### config.mk
export PLATFORM = sky130hd
export DESIGN_NAME = framed_packet_receiver_unit_flat
export DESIGN_NICKNAME = d
export VERILOG_FILES = /design/src/hw/rtl/fpr_pkg.sv /design/src/hw/rtl/fpr_if.sv /design/src/hw/rtl/fpr_payload_ram.sv /design/src/hw/rtl/fpr_deframer.sv /design/src/hw/rtl/fpr_replay.sv /design/src/hw/rtl/framed_packet_receiver_unit.sv /design/src/flat_wrapper.sv
export SDC_FILE = /design/constraint.sdc
export NUM_CORES = 1
export LEC_CHECK = 0
export BUFFER_PORTS_ARGS = -buffer_cell sky130_fd_sc_hd__buf_4
export CAP_MARGIN = 15
export CORE_MARGIN = 4
export CORE_UTILIZATION = 67
export DETAILED_ROUTE_END_ITERATION = 12
export PLACE_DENSITY = 0.89
export SLEW_MARGIN = 40
export SYNTH_ARGS = -nofsm -noshare
export SYNTH_HDL_FRONTEND = slang
export SYNTH_HIERARCHICAL = 1
export SYNTH_SLANG_ARGS = --single-unit
### constraint.sdc
create_clock -name clk -period 6.4 [get_ports clk]
set_clock_uncertainty 0.1 [all_clocks]
set_input_delay 0.64 -clock clk [delete_from_list [all_inputs] [get_ports clk]]
set_output_delay 0.64 -clock clk [all_outputs]
set_load 0.005 [all_outputs]
### src/hw/rtl/fpr_pkg.sv
// Shared types and constants for the framed packet receiver.
package fpr_pkg;

    // Payload buffer depth and derived widths
    localparam int MAX_PAYLOAD = 64;
    localparam int ADDR_W      = (MAX_PAYLOAD > 1) ? $clog2(MAX_PAYLOAD) : 1;
    localparam int COUNT_W     = 7;

    // Configuration port widths
    localparam int CFG_IDX_W  = 2;
    localparam int CFG_DATA_W = 16;

    // Configuration register indexes
    localparam logic [CFG_IDX_W-1:0] CFG_START_FIRST  = 2'd0;
    localparam logic [CFG_IDX_W-1:0] CFG_START_SECOND = 2'd1;
    localparam logic [CFG_IDX_W-1:0] CFG_TIMEOUT      = 2'd2;

    // Reset values of the configuration registers
    localparam logic [7:0]  START_FIRST_RST  = 8'd170;
    localparam logic [7:0]  START_SECOND_RST = 8'd85;
    localparam logic [15:0] TIMEOUT_RST      = 16'd10000;

    // Command codes of the input item
    localparam logic CMD_BYTE = 1'b0;
    localparam logic CMD_TICK = 1'b1;

    // Result status codes
    typedef enum logic [2:0] {
        ST_PAYLOAD  = 3'd0,
        ST_EMPTY    = 3'd1,
        ST_BAD_SUM  = 3'd2,
        ST_TIMEOUT  = 3'd3,
        ST_TOO_LONG = 3'd4
    } status_t;

    // Report request from the deframer to the replay unit
    typedef struct packed {
        logic       valid;
        status_t    status;
        logic [7:0] id;
        logic [7:0] length;
    } job_t;

endpackage

### src/hw/rtl/fpr_if.sv
// Handshake channel interfaces: received items, results and configuration writes.
interface fpr_byte_if;
    logic       valid;
    logic       ready;
    logic       command;
    logic [7:0] rx_byte;

    modport source (output valid, command, rx_byte, input ready);
    modport sink (input valid, command, rx_byte, output ready);
endinterface

interface fpr_result_if;
    logic       valid;
    logic       ready;
    logic [2:0] status;
    logic [7:0] frame_id;
    logic [7:0] frame_length;
    logic [5:0] byte_index;
    logic [7:0] payload_byte;
    logic       last;

    modport source (output valid, status, frame_id, frame_length, byte_index,
                    payload_byte, last, input ready);
    modport sink (input valid, status, frame_id, frame_length, byte_index,
                  payload_byte, last, output ready);
endinterface

interface fpr_cfg_if;
    logic                           valid;
    logic                           ready;
    logic [fpr_pkg::CFG_IDX_W-1:0]  reg_index;
    logic [fpr_pkg::CFG_DATA_W-1:0] wr_data;

    modport source (output valid, reg_index, wr_data, input ready);
    modport sink (input valid, reg_index, wr_data, output ready);
endinterface

### src/hw/rtl/fpr_payload_ram.sv
// Simple dual-port payload buffer: one write port, one registered read port.
module fpr_payload_ram #(
    parameter int DEPTH  = 64,
    parameter int WIDTH  = 8,
    parameter int ADDR_W = 6
) (
    input  logic              clk,
    input  logic              wr_en,
    input  logic [ADDR_W-1:0] wr_addr,
    input  logic [WIDTH-1:0]  wr_data,
    input  logic              rd_en,
    input  logic [ADDR_W-1:0] rd_addr,
    output logic [WIDTH-1:0]  rd_data
);

    logic [WIDTH-1:0] mem [DEPTH];

    // Write port
    always_ff @(posedge clk)
    begin
        if (wr_en)
        begin
            mem[wr_addr] <= wr_data;
        end
    end

    // Registered read port
    always_ff @(posedge clk)
    begin
        if (rd_en)
        begin
            rd_data <= mem[rd_addr];
        end
    end

endmodule

### src/hw/rtl/fpr_deframer.sv
// Frame parser: start hunt, header, payload buffering, checksum and timeout.
module fpr_deframer (
    input  logic                        clk,
    input  logic                        rst_n,
    fpr_byte_if.sink                    byte_chan,
    fpr_cfg_if.sink                     cfg_chan,
    input  logic                        rp_busy,
    input  logic                        job_take,
    output fpr_pkg::job_t               job,
    output logic                        wr_en,
    output logic [fpr_pkg::ADDR_W-1:0]  wr_addr,
    output logic [7:0]                  wr_data
);

    typedef enum logic [2:0] {
        PH_HUNT,
        PH_ID,
        PH_LEN,
        PH_DATA,
        PH_SUM
    } phase_t;

    phase_t                        phase_reg, phase_next;
    logic [7:0]                    previous_byte_reg, previous_byte_next;
    logic [7:0]                    held_id_reg, held_id_next;
    logic [7:0]                    held_length_reg, held_length_next;
    logic [fpr_pkg::COUNT_W-1:0]   count_reg, count_next;
    logic [7:0]                    running_sum_reg, running_sum_next;
    logic [15:0]                   elapsed_reg, elapsed_next;
    fpr_pkg::job_t                 job_reg, job_next;

    logic [7:0]                    start_first_reg;
    logic [7:0]                    start_second_reg;
    logic [15:0]                   timeout_reg;

    logic                          accept;
    logic                          do_hunt;
    logic [7:0]                    b;
    logic [fpr_pkg::COUNT_W-1:0]   count_inc;

    // Take a new item only once the previous report has fully drained
    assign byte_chan.ready = !job_reg.valid && !rp_busy;
    assign accept          = byte_chan.valid && byte_chan.ready;
    assign b               = byte_chan.rx_byte;
    assign count_inc       = count_reg + 1'b1;
    assign cfg_chan.ready  = 1'b1;

    assign job     = job_reg;
    assign wr_addr = count_reg[fpr_pkg::ADDR_W-1:0];
    assign wr_data = b;

    // Next-state logic for the frame parser
    always_comb
    begin
        phase_next         = phase_reg;
        previous_byte_next = previous_byte_reg;
        held_id_next       = held_id_reg;
        held_length_next   = held_length_reg;
        count_next         = count_reg;
        running_sum_next   = running_sum_reg;
        elapsed_next       = elapsed_reg;
        job_next           = job_reg;
        wr_en              = 1'b0;
        do_hunt            = 1'b0;

        if (job_reg.valid && job_take)
        begin
            job_next.valid = 1'b0;
        end

        if (accept)
        begin
            if (byte_chan.command == fpr_pkg::CMD_TICK)
            begin
                if (phase_reg != PH_HUNT && elapsed_reg != 16'hFFFF)
                begin
                    elapsed_next = elapsed_reg + 16'd1;
                end
            end
            else if (phase_reg == PH_HUNT)
            begin
                do_hunt = 1'b1;
            end
            else if (elapsed_reg >= timeout_reg)
            begin
                // Drop the frame and feed this byte to the hunt
                job_next = '{valid: 1'b1, status: fpr_pkg::ST_TIMEOUT,
                             id: held_id_reg, length: held_length_reg};
                phase_next = PH_HUNT;
                do_hunt    = 1'b1;
            end
            else
            begin
                case (phase_reg)
                    PH_ID:
                    begin
                        held_id_next     = b;
                        running_sum_next = b;
                        phase_next       = PH_LEN;
                    end
                    PH_LEN:
                    begin
                        held_length_next = b;
                        running_sum_next = running_sum_reg + b;
                        count_next       = '0;
                        if (b > 8'(fpr_pkg::MAX_PAYLOAD))
                        begin
                            job_next = '{valid: 1'b1, status: fpr_pkg::ST_TOO_LONG,
                                         id: held_id_reg, length: b};
                            phase_next = PH_HUNT;
                        end
                        else if (b == 8'd0)
                        begin
                            phase_next = PH_SUM;
                        end
                        else
                        begin
                            phase_next = PH_DATA;
                        end
                    end
                    PH_DATA:
                    begin
                        wr_en            = 1'b1;
                        count_next       = count_inc;
                        running_sum_next = running_sum_reg + b;
                        if ({1'b0, count_inc} >= held_length_reg)
                        begin
                            phase_next = PH_SUM;
                        end
                    end
                    PH_SUM:
                    begin
                        phase_next         = PH_HUNT;
                        job_next.valid     = 1'b1;
                        job_next.id        = held_id_reg;
                        job_next.length    = held_length_reg;
                        if (b != running_sum_reg)
                        begin
                            job_next.status = fpr_pkg::ST_BAD_SUM;
                        end
                        else if (held_length_reg == 8'd0)
                        begin
                            job_next.status = fpr_pkg::ST_EMPTY;
                        end
                        else
                        begin
                            job_next.status = fpr_pkg::ST_PAYLOAD;
                        end
                    end
                    default:
                    begin
                        phase_next = PH_HUNT;
                        do_hunt    = 1'b1;
                    end
                endcase
            end

            // Look for the two-byte start pattern
            if (do_hunt)
            begin
                if (previous_byte_reg == start_first_reg && b == start_second_reg)
                begin
                    phase_next         = PH_ID;
                    previous_byte_next = '0;
                    held_id_next       = '0;
                    held_length_next   = '0;
                    count_next         = '0;
                    running_sum_next   = '0;
                    elapsed_next       = '0;
                end
                else
                begin
                    previous_byte_next = b;
                end
            end
        end
    end

    // Hold parser state
    always_ff @(posedge clk or negedge rst_n)
    begin
        if (!rst_n)
        begin
            phase_reg         <= PH_HUNT;
            previous_byte_reg <= '0;
            held_id_reg       <= '0;
            held_length_reg   <= '0;
            count_reg         <= '0;
            running_sum_reg   <= '0;
            elapsed_reg       <= '0;
            job_reg           <= '0;
        end
        else
        begin
            phase_reg         <= phase_next;
            previous_byte_reg <= previous_byte_next;
            held_id_reg       <= held_id_next;
            held_length_reg   <= held_length_next;
            count_reg         <= count_next;
            running_sum_reg   <= running_sum_next;
            elapsed_reg       <= elapsed_next;
            job_reg           <= job_next;
        end
    end

    // Configuration registers
    always_ff @(posedge clk or negedge rst_n)
    begin
        if (!rst_n)
        begin
            start_first_reg  <= fpr_pkg::START_FIRST_RST;
            start_second_reg <= fpr_pkg::START_SECOND_RST;
            timeout_reg      <= fpr_pkg::TIMEOUT_RST;
        end
        else if (cfg_chan.valid && cfg_chan.ready)
        begin
            case (cfg_chan.reg_index)
                fpr_pkg::CFG_START_FIRST:  start_first_reg  <= cfg_chan.wr_data[7:0];
                fpr_pkg::CFG_START_SECOND: start_second_reg <= cfg_chan.wr_data[7:0];
                fpr_pkg::CFG_TIMEOUT:      timeout_reg      <= cfg_chan.wr_data;
                default:
                begin
                end
            endcase
        end
    end

    // Buffer writes stay inside the payload area
    assert property (@(posedge clk) disable iff (!rst_n)
        wr_en |-> (int'(count_reg) < fpr_pkg::MAX_PAYLOAD))
        else $error("payload write beyond buffer");

    // Payload phase only with a legal nonzero length
    assert property (@(posedge clk) disable iff (!rst_n)
        (phase_reg == PH_DATA) |->
            (held_length_reg != 8'd0 && held_length_reg <= 8'(fpr_pkg::MAX_PAYLOAD)))
        else $error("payload phase with illegal length");

    // A found start pattern restarts timing and counting
    assert property (@(posedge clk) disable iff (!rst_n)
        (phase_reg == PH_ID && $past(phase_reg) == PH_HUNT) |->
            (elapsed_reg == 16'd0 && count_reg == '0 && running_sum_reg == 8'd0))
        else $error("frame state not cleared at start");

endmodule

### src/hw/rtl/fpr_replay.sv
// Result sequencer: reads the payload buffer and drives the result register.
module fpr_replay (
    input  logic                        clk,
    input  logic                        rst_n,
    input  fpr_pkg::job_t               job,
    output logic                        job_take,
    output logic                        rp_busy,
    output logic                        rd_en,
    output logic [fpr_pkg::ADDR_W-1:0]  rd_addr,
    input  logic [7:0]                  rd_data,
    fpr_result_if.source                result_chan
);

    typedef enum logic [1:0] {
        RP_IDLE,
        RP_ISSUE,
        RP_CAPTURE,
        RP_SEND
    } rp_state_t;

    rp_state_t        state_reg;
    fpr_pkg::status_t status_reg;
    logic [7:0]       id_reg;
    logic [7:0]       len_reg;
    logic [5:0]       idx_reg;
    logic [7:0]       data_reg;
    logic             last_reg;

    assign job_take = (state_reg == RP_IDLE);
    assign rp_busy  = (state_reg != RP_IDLE);
    assign rd_en    = (state_reg == RP_ISSUE);
    assign rd_addr  = idx_reg[fpr_pkg::ADDR_W-1:0];

    assign result_chan.valid        = (state_reg == RP_SEND);
    assign result_chan.status       = status_reg;
    assign result_chan.frame_id     = id_reg;
    assign result_chan.frame_length = len_reg;
    assign result_chan.byte_index   = idx_reg;
    assign result_chan.payload_byte = data_reg;
    assign result_chan.last         = last_reg;

    // Sequence reads and hold each result until taken
    always_ff @(posedge clk or negedge rst_n)
    begin
        if (!rst_n)
        begin
            state_reg  <= RP_IDLE;
            status_reg <= fpr_pkg::ST_PAYLOAD;
            id_reg     <= '0;
            len_reg    <= '0;
            idx_reg    <= '0;
            data_reg   <= '0;
            last_reg   <= 1'b0;
        end
        else
        begin
            case (state_reg)
                RP_IDLE:
                begin
                    if (job.valid)
                    begin
                        status_reg <= job.status;
                        id_reg     <= job.id;
                        len_reg    <= job.length;
                        idx_reg    <= '0;
                        data_reg   <= '0;
                        if (job.status == fpr_pkg::ST_PAYLOAD)
                        begin
                            state_reg <= RP_ISSUE;
                        end
                        else
                        begin
                            last_reg  <= 1'b1;
                            state_reg <= RP_SEND;
                        end
                    end
                end
                RP_ISSUE:
                begin
                    state_reg <= RP_CAPTURE;
                end
                RP_CAPTURE:
                begin
                    data_reg  <= rd_data;
                    last_reg  <= ((8'(idx_reg) + 8'd1) == len_reg);
                    state_reg <= RP_SEND;
                end
                RP_SEND:
                begin
                    if (result_chan.ready)
                    begin
                        if (last_reg)
                        begin
                            state_reg <= RP_IDLE;
                        end
                        else
                        begin
                            idx_reg   <= idx_reg + 6'd1;
                            state_reg <= RP_ISSUE;
                        end
                    end
                end
                default:
                begin
                    state_reg <= RP_IDLE;
                end
            endcase
        end
    end

    // The final item of a report frees the sequencer
    assert property (@(posedge clk) disable iff (!rst_n)
        (result_chan.valid && result_chan.ready && result_chan.last) |=>
            (state_reg == RP_IDLE))
        else $error("sequencer busy after final item");

    // Payload positions stay below the frame length
    assert property (@(posedge clk) disable iff (!rst_n)
        (result_chan.valid && status_reg == fpr_pkg::ST_PAYLOAD) |->
            ({2'b00, idx_reg} < len_reg))
        else $error("payload index beyond frame length");

    // A waiting item holds still until taken
    assert property (@(posedge clk) disable iff (!rst_n)
        (result_chan.valid && !result_chan.ready) |=>
            (result_chan.valid && $stable(status_reg) && $stable(idx_reg)
             && $stable(data_reg) && $stable(last_reg)))
        else $error("waiting item changed");

endmodule

### src/hw/rtl/framed_packet_receiver_unit.sv
// Timing: a byte that causes a report sets a registered report request; a status result
// is presented by the sequencer without a buffer read, the first payload result after a
// buffer read and capture; each further payload result passes buffer read, capture, present.
// Throughput: one item per cycle while no report is pending; a byte that causes a
// report holds input off until its last result is taken, plus any result-side wait.
// Reset: rst_n clears control state and loads register defaults; buffer is not cleared.
module framed_packet_receiver_unit (
    input  logic          clk,
    input  logic          rst_n,
    fpr_byte_if.sink      byte_chan,
    fpr_result_if.source  result_chan,
    fpr_cfg_if.sink       cfg_chan
);

    fpr_pkg::job_t               job;
    logic                        job_take;
    logic                        rp_busy;
    logic                        wr_en;
    logic [fpr_pkg::ADDR_W-1:0]  wr_addr;
    logic [7:0]                  wr_data;
    logic                        rd_en;
    logic [fpr_pkg::ADDR_W-1:0]  rd_addr;
    logic [7:0]                  rd_data;

    // Parse frames and fill the buffer
    fpr_deframer u_deframer (
        .clk       (clk),
        .rst_n     (rst_n),
        .byte_chan (byte_chan),
        .cfg_chan  (cfg_chan),
        .rp_busy   (rp_busy),
        .job_take  (job_take),
        .job       (job),
        .wr_en     (wr_en),
        .wr_addr   (wr_addr),
        .wr_data   (wr_data)
    );

    // Payload buffer
    fpr_payload_ram #(
        .DEPTH  (fpr_pkg::MAX_PAYLOAD),
        .WIDTH  (8),
        .ADDR_W (fpr_pkg::ADDR_W)
    ) u_payload_ram (
        .clk     (clk),
        .wr_en   (wr_en),
        .wr_addr (wr_addr),
        .wr_data (wr_data),
        .rd_en   (rd_en),
        .rd_addr (rd_addr),
        .rd_data (rd_data)
    );

    // Emit reports
    fpr_replay u_replay (
        .clk         (clk),
        .rst_n       (rst_n),
        .job         (job),
        .job_take    (job_take),
        .rp_busy     (rp_busy),
        .rd_en       (rd_en),
        .rd_addr     (rd_addr),
        .rd_data     (rd_data),
        .result_chan (result_chan)
    );

endmodule
### src/flat_wrapper.sv
// flat-port wrapper written by rule: the top's interface ports become plain ports
module framed_packet_receiver_unit_flat 
  (clk, rst_n, byte_chan_valid, byte_chan_command, byte_chan_rx_byte, byte_chan_ready, result_chan_valid, result_chan_status, result_chan_frame_id, result_chan_frame_length, result_chan_byte_index, result_chan_payload_byte, result_chan_last, result_chan_ready, cfg_chan_valid, cfg_chan_reg_index, cfg_chan_wr_data, cfg_chan_ready);
  fpr_byte_if byte_chan_i ();
  fpr_result_if result_chan_i ();
  fpr_cfg_if cfg_chan_i ();
  input  logic clk;
  input  logic rst_n;
  input wire logic [$bits(byte_chan_i.valid)-1:0] byte_chan_valid;
  input wire logic [$bits(byte_chan_i.command)-1:0] byte_chan_command;
  input wire logic [$bits(byte_chan_i.rx_byte)-1:0] byte_chan_rx_byte;
  output wire logic [$bits(byte_chan_i.ready)-1:0] byte_chan_ready;
  output wire logic [$bits(result_chan_i.valid)-1:0] result_chan_valid;
  output wire logic [$bits(result_chan_i.status)-1:0] result_chan_status;
  output wire logic [$bits(result_chan_i.frame_id)-1:0] result_chan_frame_id;
  output wire logic [$bits(result_chan_i.frame_length)-1:0] result_chan_frame_length;
  output wire logic [$bits(result_chan_i.byte_index)-1:0] result_chan_byte_index;
  output wire logic [$bits(result_chan_i.payload_byte)-1:0] result_chan_payload_byte;
  output wire logic [$bits(result_chan_i.last)-1:0] result_chan_last;
  input wire logic [$bits(result_chan_i.ready)-1:0] result_chan_ready;
  input wire logic [$bits(cfg_chan_i.valid)-1:0] cfg_chan_valid;
  input wire logic [$bits(cfg_chan_i.reg_index)-1:0] cfg_chan_reg_index;
  input wire logic [$bits(cfg_chan_i.wr_data)-1:0] cfg_chan_wr_data;
  output wire logic [$bits(cfg_chan_i.ready)-1:0] cfg_chan_ready;
  assign byte_chan_i.valid = byte_chan_valid;
  assign byte_chan_i.command = byte_chan_command;
  assign byte_chan_i.rx_byte = byte_chan_rx_byte;
  assign byte_chan_ready = byte_chan_i.ready;
  assign result_chan_valid = result_chan_i.valid;
  assign result_chan_status = result_chan_i.status;
  assign result_chan_frame_id = result_chan_i.frame_id;
  assign result_chan_frame_length = result_chan_i.frame_length;
  assign result_chan_byte_index = result_chan_i.byte_index;
  assign result_chan_payload_byte = result_chan_i.payload_byte;
  assign result_chan_last = result_chan_i.last;
  assign result_chan_i.ready = result_chan_ready;
  assign cfg_chan_i.valid = cfg_chan_valid;
  assign cfg_chan_i.reg_index = cfg_chan_reg_index;
  assign cfg_chan_i.wr_data = cfg_chan_wr_data;
  assign cfg_chan_ready = cfg_chan_i.ready;
  framed_packet_receiver_unit u_core (.clk(clk), .rst_n(rst_n), .byte_chan(byte_chan_i), .result_chan(result_chan_i), .cfg_chan(cfg_chan_i));
endmodule
==> metrics.md <==
| Metric | Value |
|---|---|
| Run status | `finished clean` |
| Iter 0 DRT Violations | `roughly 2900` |
| CTS tree | `built` |
| Wirelength per Cell | `30.7 microns` |
| Period utilization | `slightly below 80%` |
| RSZ-0062 raised after global routing | `false` |
| Actual slew at the worst max-slew pin | `between 800 and 900 ps` |
| Crit start category | `register` |
| Ys flop type | `edfxtp_1` |
| Reg2Reg Depth | `9` |
| Switching share of power | `28.8%` |
| # rows | `74` |
| Share of cells above drive strength 1 | `~24%` |
| Mean Syn Cell Area | `16.9 sq um` |
| FMAX | `around 200 MHz` |
| Setup bufs post-CTS | `0` |
| Arr. time, crit path | `a little over 5000 ps` |
| HP Class | `input port to register` |
| CTS Buf Count | `61` |
| Final Critical Period | `around 5000 ps` |
| Die Area | `approximately 45000 sq um` |
| Routed wire length | `just over 70000 microns` |
| Synth Register Bits | `666` |
| Setup TNS | `0 ps` |
| CP Capture Type | `register` |
| Post-synthesis cell count | `1664` |
| PnR worst setup slack | `approximately 1400 ps` |
| Worst-Skew Late Latency | `650 ps` |
| Max reg flops | `about 510` |
| Die Span X | `about 210 microns` |
| Fraction of registers with async set/reset | `a little over a fifth` |
| Cells along the critical path | `inv_1 -> ha_1 -> inv_1 -> nor3b_1 -> nand2b_1 -> nor2_1 -> nor2b_1 -> nand2_1 -> nor2_1` |
| Synth cell types | `83` |
| Hold depth | `2` |
| Root Buffer | `clkbuf_16` |
| Pwr dens | `about 380 nW/um^2` |
| Initial core utilization | `between 60% and 70%` |
| Die height | `between 200 and 250 microns` |
| Clock network fraction of total power | `32.3%` |
| Routed via count | `roughly 17000` |
| Crit. Startpoint | `u_core/u_replay/state_reg[1]` |
| Largest net degree at the start of global routing | `75` |
| DP Worst Slack | `around 1900 ps` |
| Pwr Total | `roughly 12000 uW` |
| Relative slew margins | `41.7%` |
| Final Max Slew Viols | `0` |
| Sequential-to-total area share from yosys stat | `about two thirds` |
| Syn-to-layout area delta | `10.4%` |
| Min Hold Slack | `around 150 ps` |
| Reg-to-reg critical path startpoint | `u_core/u_replay/state_reg[1]` |
| GRT Util Overall | `31.8%` |
| DRC viols | `0` |
| Clk buf depth | `3` |
| Sink Count | `666` |
| Psw | `3410 uW` |
| Final setup violation count | `0` |
| Diode count | `0` |
| Grt total ovfl | `0` |
| Core area | `~41000 sq um` |
| CP required | `around 6500 ps` |
| Hold-fix buffers at CTS | `1` |
| First-pass GRT wire length | `107000 microns` |
| Slowest stage delay, CP | `860 ps` |
| Vias in the first global route | `about 17000` |
| Final std cells w/o fill | `between 2000 and 2500` |
| Synthesized Nets | `~1700` |
| Number of synthesized flops with an enable pin | `520` |
| Comb pwr share | `22.6%` |
| CP Class | `register to register` |
| Hpwl dp | `about 40000 microns` |
| DP Cell Count | `2182` |
| I/O pins | `69` |
| Nets | `~1800` |
| P_leak | `roughly 0.011 uW` |
| # Max-Cap Violations | `0` |
| Gpl congestion | `0.897` |
| Worst hold start | `cfg_chan_wr_data[8]` |
| Ys Warns | `6` |
| Final ANT Viol Nets | `0` |
| Pint | `8410 uW` |
| Initial antenna violation count | `0` |
| Synthesized cell area | `around 28000 sq um` |
| Slowest cell on crit path | `nor2_1` |
| Flop pwr share | `between 40% and 50%` |
| Worst-path clk slew | `about 60 ps` |
| IR drop worst, VDD | `around 0.00028 V` |
| # port buffers | `67` |
| Number of iterations in the first detailed-routing pass | `6` |
| Resized Gates After CTS | `0` |
| Critical path fanouts, max | `8` |
| Vias/cell | `a little over 7` |
| Max H-tree Level | `2` |
| Hold Fails Final Rpt | `0` |
==> final timing paths <==
check,slack (ps),end
worst min-delay path,150,u_core/u_deframer/timeout_reg[8]
min in group asynchronous,470,u_core/u_deframer/start_first_reg[4]
worst min register to register,400,u_core/u_deframer/job[1]
worst max-delay path,1370,u_core/u_payload_ram/mem[0][4]
worst max register to register,1370,u_core/u_payload_ram/mem[0][4]
max in group asynchronous,4570,u_core/u_replay/rd_addr[2]
==> stage by stage <==
step	area (sq um)	util, %
2_1_floorplan	28100	-
3_3_place_gp	28800	70.0
3_5_place_dp	28800	70.2
4_1_cts	31000	75.3
5_1_grt	31000	75.4
6_report	31000	75.4
==> cell type report <==
type	count	area, sq um
Sequential cell	666	19300
Fill cell	2134	10100
Multi-Input combinational cell	865	8090
Clock buffer	82	1700
Timing Repair Buffer	84	704
Tap cell	532	666
Clock inverter	33	419
Inverter	36	135
==> worst max-delay path, delay by kind of cell, from the launching register on <==
| kind | cells | cell delay, ps |
|---|---|---|
| DFF | 1 | 440 |
| buffers and inverters | 2 | 320 |
| and+or+nand+nor | 6 | 3310 |
| adders and majority gates | 1 | 430 |
==> synth_stat cells, types with 11 or more instances <==
library cell,number,share of area (%)
nor2b_1,21,0.47
edfxtp_1,520,56
a22o_1,28,0.87
xnor2_1,14,0.44
nor4_1,11,0.24
xor2_1,35,1.1
dfstp_2,13,1.2
nand2b_1,11,0.24
nand2_1,74,0.99
mux2i_1,24,0.85
buf_4,38,1.0
inv_1,36,0.48
a21oi_1,21,0.37
nor2_1,124,1.7
mux2_2,73,2.9
o21ai_0,41,0.73
ha_1,37,1.6
clkbuf_1,26,0.35
nand4_1,15,0.33
mux4_2,126,10
dfrtp_1,133,12
buf_2,19,0.34
o2bb2ai_1,12,0.37
nand3_1,36,0.64
nor3_1,12,0.21
==> kinds of logic (layout without fill, tap and decap cells) <==
| family | Yosys count | in the layout | share of synthesized area, % |
|---|---|---|---|
| AOI/OAI and AO/OA | 198 | 198 | 5.27 |
| xor gates and xnor gates | 49 | 49 | 1.53 |
| adders and majority gates | 38 | 38 | 1.72 |
| buffers and inverters | 133 | 235 | 2.68 |
| DFF | 666 | 666 | 68.6 |
| muxes | 224 | 224 | 13.9 |
| other | 1 | 1 | 0.0133 |
| and+or+nand+nor | 355 | 355 | 6.23 |
==> layout by cell type, fill, tap and decap left out, types with 37 or more instances in the layout <==
cell,netlist,layout
buf_4,38,71
clkbuf_16,0,62
dfrtp_1,133,129
edfxtp_1,520,520
ha_1,37,37
mux2_2,73,73
mux4_2,126,126
nand2_1,74,73
nor2_1,124,120
o21ai_0,41,41
==> power groups by stage <==
stage	clock network, uW	logic, uW	registers [uW]
after detailed placement	0	2510	5400
after CTS	3840	2610	5330
after global placement	0	2340	5410
after floorplan	0	2020	5190
final	3820	2670	5330
after global routing	4050	2790	5370
==> layer usage <==
layer	vias to the layer above	wire [microns]	track usage [%]
met1	8420	24200	43.4
met5	-	0	0
met2	1387	34500	51.5
li1	6598	-	-
met3	272	8310	7.02
met4	0	3430	12.1
(Power assumes the default switching activity.)
